===== src/rtl/ffd_pkg.sv =====
// Shared types, register codes and constants of the frame flash detector.
package ffd_pkg;

  localparam int FFD_PIXELS = 1024;
  localparam int CFG_DATA_W = 11;
  localparam int CFG_INDEX_W = 2;

  typedef enum logic [CFG_INDEX_W-1:0] {
    CFG_MAX_FLASHES  = 2'd0,
    CFG_FRACTION_DIV = 2'd1,
    CFG_COLOUR_DIST  = 2'd2,
    CFG_LUMA_DIST    = 2'd3
  } cfg_index_t;

  localparam logic [7:0]  RST_MAX_FLASHES  = 8'd3;
  localparam logic [10:0] RST_FRACTION_DIV = 11'd5;
  localparam logic [9:0]  RST_COLOUR_DIST  = 10'd250;
  localparam logic [7:0]  RST_LUMA_DIST    = 8'd75;

  typedef enum logic {
    OP_PIXEL  = 1'b0,
    OP_WINDOW = 1'b1
  } opcode_t;

  typedef enum logic {
    VK_FRAME  = 1'b0,
    VK_WINDOW = 1'b1
  } verdict_kind_t;

  localparam logic [10:0] CHANGED_MAX = 11'd2047;
  localparam logic [7:0]  FLASH_MAX   = 8'd255;

  // Luminance weights scaled by 65536; they sum to exactly 65536.
  localparam logic [23:0] LUMA_R = 24'd13933;
  localparam logic [23:0] LUMA_G = 24'd46871;
  localparam logic [23:0] LUMA_B = 24'd4732;

  localparam logic [9:0] RM_RED_BASE  = 10'd512;
  localparam logic [9:0] RM_BLUE_BASE = 10'd767;

  typedef enum logic [5:0] {
    ST_IDLE     = 6'b000001,
    ST_SQUARE   = 6'b000010,
    ST_MULTIPLY = 6'b000100,
    ST_COMPARE  = 6'b001000,
    ST_FRAME    = 6'b010000,
    ST_WINDOW   = 6'b100000
  } state_t;

  typedef struct packed {
    logic capture;
    logic square;
    logic multiply;
    logic compare;
    logic emit_frame;
    logic emit_window;
  } ffd_cmd_t;

  typedef struct packed {
    logic is_window;
    logic last;
    logic out_free;
  } ffd_status_t;

  function automatic logic [7:0] luma(input logic [7:0] r, input logic [7:0] g,
                                      input logic [7:0] b);
    logic [23:0] sum;
    sum = LUMA_R * 24'(r) + LUMA_G * 24'(g) + LUMA_B * 24'(b);
    return sum[23:16];
  endfunction

  function automatic logic [7:0] abs_diff(input logic [7:0] a, input logic [7:0] b);
    return (a >= b) ? a - b : b - a;
  endfunction

endpackage


===== src/rtl/ffd_ctrl.sv =====
// Sequencer that steps each transaction through the pixel compare or the window verdict.
module ffd_ctrl
  import ffd_pkg::*;
(
  input  logic        clk,
  input  logic        rst,
  input  logic        in_valid,
  output logic        in_ready,
  input  ffd_status_t status,
  output ffd_cmd_t    cmd
);

  state_t state, state_next;

  always_ff @(posedge clk) begin
    if (rst) begin
      state <= ST_IDLE;
    end else begin
      state <= state_next;
    end
  end

  assign in_ready = (state == ST_IDLE);

  always_comb begin
    state_next = state;
    cmd = '0;
    unique case (state)
      ST_IDLE: begin
        if (in_valid) begin
          cmd.capture = 1'b1;
          state_next = ST_SQUARE;
        end
      end
      ST_SQUARE: begin
        // The stored pixel was read at capture; window transactions skip the compare.
        if (status.is_window) begin
          state_next = ST_WINDOW;
        end else begin
          cmd.square = 1'b1;
          state_next = ST_MULTIPLY;
        end
      end
      ST_MULTIPLY: begin
        cmd.multiply = 1'b1;
        state_next = ST_COMPARE;
      end
      ST_COMPARE: begin
        cmd.compare = 1'b1;
        state_next = status.last ? ST_FRAME : ST_IDLE;
      end
      ST_FRAME: begin
        if (status.out_free) begin
          cmd.emit_frame = 1'b1;
          state_next = ST_IDLE;
        end
      end
      ST_WINDOW: begin
        if (status.out_free) begin
          cmd.emit_window = 1'b1;
          state_next = ST_IDLE;
        end
      end
      default: begin
        state_next = ST_IDLE;
      end
    endcase
  end

endmodule


===== config.mk =====
export PLATFORM = sky130hd
export DESIGN_NAME = ffd_ctrl
export DESIGN_NICKNAME = d
export VERILOG_FILES = /design/src/rtl/ffd_pkg.sv /design/src/rtl/ffd_ctrl.sv
export SDC_FILE = /design/constraint.sdc
export NUM_CORES = 1
export LEC_CHECK = 0
export BUFFER_PORTS_ARGS = -buffer_cell sky130_fd_sc_hd__buf_2
export CAP_MARGIN = 20
export CORE_AREA = 2 2 39 41
export DETAILED_ROUTE_END_ITERATION = 8
export DIE_AREA = 0 0 41 43
export PLACE_DENSITY_LB_ADDON = 0.12
export SYNTH_ARGS = -nofsm -noshare
export SYNTH_HDL_FRONTEND = slang
export SYNTH_SLANG_ARGS = --single-unit

===== constraint.sdc =====
create_clock -name clk -period 2.26 [get_ports clk]
set_clock_uncertainty 0.2 [all_clocks]
set_input_delay 0.339 -clock clk [delete_from_list [all_inputs] [get_ports clk]]
set_output_delay 0.339 -clock clk [all_outputs]
set_load 0.01 [all_outputs]

==> After elaboration in Yosys (flattened, before gate mapping) <==
Index checks and enable logic that the tools add are counted.
{ "op_classes": {"muxes": 14, "eq_ne": 8, "n_reduce_logical": 2} }
{ "ops": {"columns": ["op", "count"], "rows": [
  ["one-hot mux 6 bit (5 select lines)", 1],
  ["two-way mux 6 bit", 3],
  ["two-way mux 1 bit", 9],
  ["== test 6 x 1 -> 1 bit (second input constant)", 1],
  ["== test 6 x 2 -> 1 bit (second input constant)", 1],
  ["== test 6 x 3 -> 1 bit (second input constant)", 1],
  ["== test 6 x 4 -> 1 bit (second input constant)", 1],
  ["== test 6 x 5 -> 1 bit (second input constant)", 1],
  ["== test 6 bit (second input constant)", 1],
  ["two-way mux 5 bit", 1],
  ["inequality test 2 x 1 -> 1 bit (second input constant)", 1],
  ["inequality test 2 bit (second input constant)", 1],
  ["AND reduction 2 bit", 1],
  ["OR reduction 2 bit", 1]
]} }
{ "word_totals": {"register_bits": 6} }

==> Depth between registers and ports, before layout <==
Gate-level depths: netlist of the first run.
{ "logic_depth": {"word_depth": 4, "mapped_depth": 4, "mapped_depth_nobuf": 4} }

==> Least setup slack after synthesis of the first run <==
OpenSTA, ideal clock, no wires.
{ "synth_timing": {"path_type": "reg-to-output", "from": "register state[1]", "to": "output port cmd[5] (netlist name)", "path_stages_with_launch": 3, "slack_ns": 0.546, "path_buffers": 0, "arrival_time_ns": 1.175, "cell_sequence": "dfxtp_1 or4b_4 nor4_2"} }
{ "synth_lines": {"columns": ["item", "line_no", "text"], "rows": [
  ["start, declared", "ffd_ctrl.sv:13", "state_t state, state_next;"],
  ["start signal, assigned", "ffd_ctrl.sv:19", "state <= state_next;"],
  ["end, declared", "ffd_ctrl.sv:10", "output ffd_cmd_t cmd"]
]} }

==> results of run 1 <==
final cells by class:
| class | instances | area [µm²] | area share [%] |
|---|---|---|---|
| clock buffers | 3 | 22.5 | 4.81 |
| inverters | 2 | 7.51 | 1.60 |
| multi-input cells | 33 | 238 | 50.8 |
| flip-flops and latches | 6 | 120 | 25.7 |
| well taps | 16 | 20.0 | 4.28 |
| repair buffers | 12 | 60.1 | 12.8 |
power breakdown:
part           internal (µW)  switching [µW]
Sequential               110            6.00
Combinational           24.9            22.8
Clock                   59.8            35.0
Total                    195            63.8
per-layer routing:
metal,up-vias,track usage (%),share of wire (%)
met5,-,0,0
met4,0,6.00,0
met3,0,7.85,7.3
met2,8,15.6,49
met1,160,15.2,43
li1,184,-,-
cell usage after synthesis:
cell type,n,share of area (%)
nor2b_1,4,6.7
a211oi_1,1,2.0
nor3b_2,1,3.4
nor4_1,2,3.4
o311ai_0,1,2.3
or4_4,1,3.0
a21oi_1,2,2.7
nor4_2,1,3.4
and3b_1,3,7.0
nand2_1,2,2.0
or4b_4,1,3.7
buf_4,1,2.0
nor3_4,1,4.4
nand2b_1,4,6.7
inv_1,2,2.0
nand3_1,1,1.3
nand4_1,1,1.7
o21ai_0,2,2.7
nor2_1,3,3.0
a21boi_0,1,2.0
dfxtp_1,6,32
a21oi_2,1,2.3
worst max-delay path, stage by stage (launching register included):
cell and delay [ps]:
dfxtp_1 360, or4b_4 590, nor4_2 170, buf_2 170
logic make-up (layout without fill, tap and decap cells):
kind of cell / after synthesis / count (layout)
AO/OA/AOI/OAI: 8 / 8
buffers and inverters: 3 / 17
AND/OR/NAND/NOR: 25 / 25
flip-flops: 6 / 6
how the worst max path moves through the flow:
stage	startpoint	end	depth (start not counted)	slack (ps)
3_3_place_gp	state[2]	cmd[5]	3	430
2_1_floorplan	state[1]	cmd[5]	2	550
3_5_place_dp	state[1]	cmd[5]	3	450
5_1_grt	state[1]	cmd[5]	3	110
4_1_cts	state[1]	cmd[5]	3	170
6_report	state[1]	cmd[5]	3	190
through the flow:
| step | setup WS (ps) | instances | hold WS (ps) |
|---|---|---|---|
| 6_report | 195 | 72 | 106 |
| 5_1_grt | 111 | 72 | 99.7 |
| 4_1_cts | 175 | 72 | 100 |
| 3_5_place_dp | 446 | 69 | 356 |
| 3_3_place_gp | 432 | 69 | 352 |
| 2_1_floorplan | 546 | 42 | 201 |
==> results.rst, run 1 <==
.. list-table::
   :header-rows: 1

   * - Metric
     - Value
   * - Flip-flop count of the largest register after layout
     - 6
   * - CTS resizes
     - 0
   * - Gate count of the mapped netlist
     - 42
   * - Minimum clock period after layout
     - 2070 ps
   * - Worst R2R Start
     - state[1]
   * - Critical path class
     - register to primary output
   * - Worst hold path depth
     - 2
   * - Count of vias placed by the detailed router
     - 352
   * - Max clock buf depth
     - 2
   * - FF+latch count, synth
     - 6
   * - Synthesized netlist net count
     - 48
   * - Max rail drop VDD
     - 0.245 mV
   * - Biggest register
     - state
   * - Worst R2R Path Depth
     - 4
   * - Count of endpoints failing hold in the final timing report
     - 0
   * - Vias in the first global route
     - 308
   * - Worst setup slack for register-to-register paths
     - 490 ps
   * - Syn_area_per_cell
     - 8.88 µm²
   * - Overall fraction of global-route tracks in use
     - 12.2%
   * - Count of endpoints failing setup in the final report
     - 0
   * - Critical path endpoint category
     - primary output
   * - Initial DRC Count
     - 2
   * - Buffers added on ports
     - 12
   * - Max Clk Rate
     - 484 MHz
   * - Largest registers
     - state: 6 flops
   * - Data required time of the worst path
     - 1720 ps
   * - Commonest non-fill, non-tap cell in the layout
     - buf_2
   * - Final Routed Wirelength
     - 851 µm
   * - Maximum number of pins on one net before global-route repair
     - 8
   * - Area share of and/or/nand/nor cells after synthesis
     - 49.7%
   * - Layout cell share with drive strength beyond 1
     - 37.5%
   * - Floorplan die area
     - 1760 µm²
   * - Remaining antenna violation count
     - 0
   * - Dominant combinational cell family by area after synthesis
     - simple AND/OR/NAND/NOR gates
   * - Final Net Count
     - 64
   * - Std-Cell Core Area
     - 1380 µm²
   * - Crit Path Max Fanout
     - 7
   * - Warnings, synthesis
     - 0
   * - Seq/Total Area, Yosys
     - 32.2%
   * - Adder-cell share of the synthesized area
     - 0%
   * - Startpoint of the worst hold path
     - rst
   * - Post-route DRC
     - 0
   * - Final core utilization
     - 33.8%
   * - Root Buffer Master
     - clkbuf_4
   * - Standard-cell rows
     - 14
   * - Endpoint of the worst hold path
     - state[4]
   * - Register clock-pin slew on the reported worst setup and hold paths
     - 40 ps
   * - Ratio of routed vias to standard cells
     - 4.89
   * - Multiplexer share of the synthesized area
     - 0%
   * - Unrepaired setup endpoints after global routing
     - false
   * - Width of the die
     - 41 µm
   * - Max-cap violation count
     - 0
   * - Count of antenna diodes in the layout
     - 0
   * - Crit start category
     - register
   * - Tightest Pin Transition
     - 348 ps
   * - Commonest cells after routing, fill and taps aside
     - 12 x buf_2, 6 x dfxtp_1, 4 x nor2b_1, 4 x nand2b_1
   * - Filler Cell Count
     - 161
   * - I/O Pins
     - 13
   * - Synthesized-area fraction occupied by xor and xnor cells
     - 0%
   * - Setup_tns
     - 0 ps
   * - Avg WL per Cell
     - 11.8 µm
   * - Overflow left after global routing
     - 0
   * - Detailed Routing Iterations Pass 1
     - 4
   * - Library cells used by synthesis
     - 22
   * - Layout Cell Area excl Fill
     - 468 µm²
   * - Number of hold buffers added after CTS
     - 0
   * - Placement-stage cell area
     - 445 µm²
   * - Status
     - finished, final reports clean
   * - Total power divided by cell area
     - 553 nW/µm²
   * - Wire length of the first global-routing pass
     - 1330 µm
   * - Worst skew pair latency
     - 240 ps
   * - Number of post-CTS setup repair buffers
     - 0
   * - Critical Path AT
     - 1530 ps
   * - Initial core utilization
     - 26.9%
   * - Area growth from synthesis to final layout
     - 25.5%
   * - RD Place Congestion
     - 0.703
   * - Number of pins with negative max-slew slack in the final report
     - 0
   * - DP HPWL
     - 679 µm
   * - Final Power
     - 259 µW
   * - Max H-tree Level
     - 1
   * - Leakage power
     - 0.000199 µW
   * - Kind of path behind the tightest hold check
     - input port to register
   * - Area fraction in compound gates after synthesis
     - 14.1%
   * - Worst-case headroom to the max-slew limit
     - 76.5%
   * - Die extent in y
     - 43 µm
   * - Num CTS Buffers
     - 3
   * - Sinks on the clock net
     - 6
   * - Netlist area before placement
     - 373 µm²
   * - Initial antenna violation count
     - 0
   * - Period utilization
     - 91.4%
   * - Critical R2R Capture
     - state[2]
   * - TritonCTS clock tree
     - done
Power figures use the tool's default switching activity.
==> run 2: changes to the inputs <==
Clock period 2.26 ns to 2 ns, I/O delays scaled along.
==> results.rst, run 2 (same netlist as run 1, synthesis figures left out) <==
.. list-table::
   :header-rows: 1

   * - Metric
     - Value
   * - Width of the die
     - 41 µm (unchanged)
   * - Crit Path Max Fanout
     - 7 (unchanged)
   * - Sinks on the clock net
     - 6 (unchanged)
   * - Overflow left after global routing
     - 0 (unchanged)
   * - Vias in the first global route
     - 345 (+12%)
   * - Max H-tree Level
     - 1 (unchanged)
   * - Setup_tns
     - 0 ps (unchanged)
   * - Overall fraction of global-route tracks in use
     - 13.2% (+1.0 points)
   * - Count of endpoints failing hold in the final timing report
     - 0 (unchanged)
   * - Crit start category
     - register
   * - Post-route setup slack
     - 29.0 ps (-166 ps)
   * - Max Clk Rate
     - 507 MHz
   * - Kind of path behind the tightest hold check
     - input port to register
   * - Wire length of the first global-routing pass
     - 1520 µm (+14%)
   * - Minimum clock period after layout
     - 1970 ps
   * - Seq pwr share
     - 44.6% (-0.4 points)
   * - Area growth from synthesis to final layout
     - 35.2%
   * - Max clock buf depth
     - 2 (unchanged)
   * - Flip-flop count of the largest register after layout
     - 6 (unchanged)
   * - Detailed Routing Iterations Pass 1
     - 4 (unchanged)
   * - Tightest Pin Transition
     - 411 ps (+63.7 ps)
   * - Critical path endpoint category
     - primary output
   * - Source of the critical timing path
     - state[1]
   * - Leakage power
     - 0.000215 µW (+8.1%)
   * - Ratio of routed vias to standard cells
     - 5.14 (+5.0%)
   * - Data required time of the worst path
     - 1500 ps (-220 ps)
   * - Floorplan die area
     - 1760 µm² (unchanged)
   * - Final Net Count
     - 66 (+3.1%)
   * - Critical path class
     - register to primary output
   * - DP HPWL
     - 702 µm (+3.4%)
   * - Commonest non-fill, non-tap cell in the layout
     - buf_2
   * - Net switching power figure
     - 72.2 µW (+13%)
   * - Total power divided by cell area
     - 586 nW/µm² (+5.9%)
   * - Avg WL per Cell
     - 11.9 µm (+0.50%)
   * - Worst skew pair latency
     - 240 ps (about the same)
   * - Layout cell share with drive strength beyond 1
     - 50.0% (+13 points)
   * - Final core utilization
     - 36.4% (+2.6 points)
   * - Maximum number of pins on one net before global-route repair
     - 8 (unchanged)
   * - Post-route DRC
     - 0 (unchanged)
   * - Worst hold margin
     - 66.3 ps (-40.2 ps)
   * - Num CTS Buffers
     - 3 (unchanged)
   * - Clock network fraction of total power
     - 35.5% (-1.1 points)
   * - Final Power
     - 295 µW (+14%)
   * - Design internal power
     - 223 µW (+14%)
   * - Buffers added on ports
     - 12 (unchanged)
   * - Switching fraction of total power
     - 24.4% (-0.21 points)
   * - Worst slack at placement
     - 185 ps (-261 ps)
   * - I/O Pins
     - 13 (unchanged)
   * - Period utilization
     - 98.6%
   * - Initial antenna violation count
     - 0 (unchanged)
   * - Max rail drop VDD
     - 0.244 mV (-0.35%)
   * - Count of antenna diodes in the layout
     - 0 (unchanged)
   * - Number of pins with negative max-slew slack in the final report
     - 0 (unchanged)
   * - Initial core utilization
     - 26.9% (unchanged)
   * - Standard-cell rows
     - 14 (unchanged)
   * - TritonCTS clock tree
     - done
   * - Critical Path AT
     - 1470 ps (-60 ps)
   * - Filler Cell Count
     - 142 (-12%)
   * - Status
     - finished, final reports clean
   * - Root Buffer Master
     - clkbuf_4
   * - Largest registers
     - state: 6 flops
   * - Worst-case headroom to the max-slew limit
     - 72.2% (-4.3 points)
   * - Commonest cells after routing, fill and taps aside
     - 12 x buf_2, 5 x dfxtp_2, 4 x nor2b_1, 4 x nand2b_1
   * - RD Place Congestion
     - 0.696 (-1.0%)
   * - Remaining antenna violation count
     - 0 (unchanged)
   * - Biggest register
     - state
   * - Count of endpoints failing setup in the final report
     - 0 (unchanged)
   * - Register clock-pin slew on the reported worst setup and hold paths
     - 40 ps (about the same)
   * - Count of vias placed by the detailed router
     - 380 (+8.0%)
   * - Number of hold buffers added after CTS
     - 0 (unchanged)
   * - Startpoint of the worst hold path
     - rst
   * - Worst R2R Start
     - state[1]
   * - Initial DRC Count
     - 10 (+8)
   * - Gate power share
     - 19.9% (+1.5 points)
   * - Max-cap violation count
     - 0 (unchanged)
   * - Std-Cell Core Area
     - 1380 µm² (unchanged)
   * - Die extent in y
     - 43 µm (unchanged)
   * - Unrepaired setup endpoints after global routing
     - true
   * - Final Routed Wirelength
     - 879 µm (+3.3%)
-- run 2: cell count changes in the layout (fill, tap and decap cells not counted), sizes merged --
cell / previous run / this run
buf: 12 / 14
-- run 2: repair_timing --
action | in CTS | in global routing
setup endpoints to repair | 2 | 4
gates resized for setup | 2 | 5
pin swaps | 2 | 0
buffers inserted | 0 | 0
-- run 2: power by group through the flow --
stage               Sequential (µW)  Combinational [µW]  Clock (µW)
floorplan                       131                39.1           0
global placement                133                55.7           0
detailed placement              133                56.0           0
CTS                             131                59.1         111
global route                    132                65.1         122
finish                          132                58.9         105
-- run 2: worst paths after layout --
path	slack, ps	depth (start not counted)	endpoint
worst min register to register	360	2	state[5]
worst min-delay path	70	2	state[4]
worst max register to register	200	4	state[2]
worst max-delay path	30	3	cmd[5]
-- run 2: worst max-delay path, stage by stage (launching register included) --
cell and delay, ps:
dfxtp_2 340, or4b_4 570, nor4_4 160, buf_2 170
-- run 2: layout make-up --
cell class	instances	area [µm²]	area share [%]
inverter	2	7.51	1.49
multi-input combinational	33	253	50.1
sequential	6	126	25.1
tap	16	20.0	3.97
clock buffer	3	22.5	4.47
timing repair buffer	14	75.1	14.9
-- run 2: routing by layer --
metal  part of all wire, %  up-vias  global-route usage [%]  routed length [µm]
li1                      -      189                       -                   -
met1                    47      179                    17.8                 413
met2                    47       10                    16.3                 410
met3                   5.2        2                    6.28                  46
met4                  0.91        0                    8.00                   8
met5                     0        -                       0                   0
-- run 2: metrics by stage --
step / cells / instance area, µm²
CTS: 74 / 493
global route: 74 / 504
global placement: 71 / 460
finish: 74 / 504
detailed placement: 71 / 460
floorplan: 42 / 373
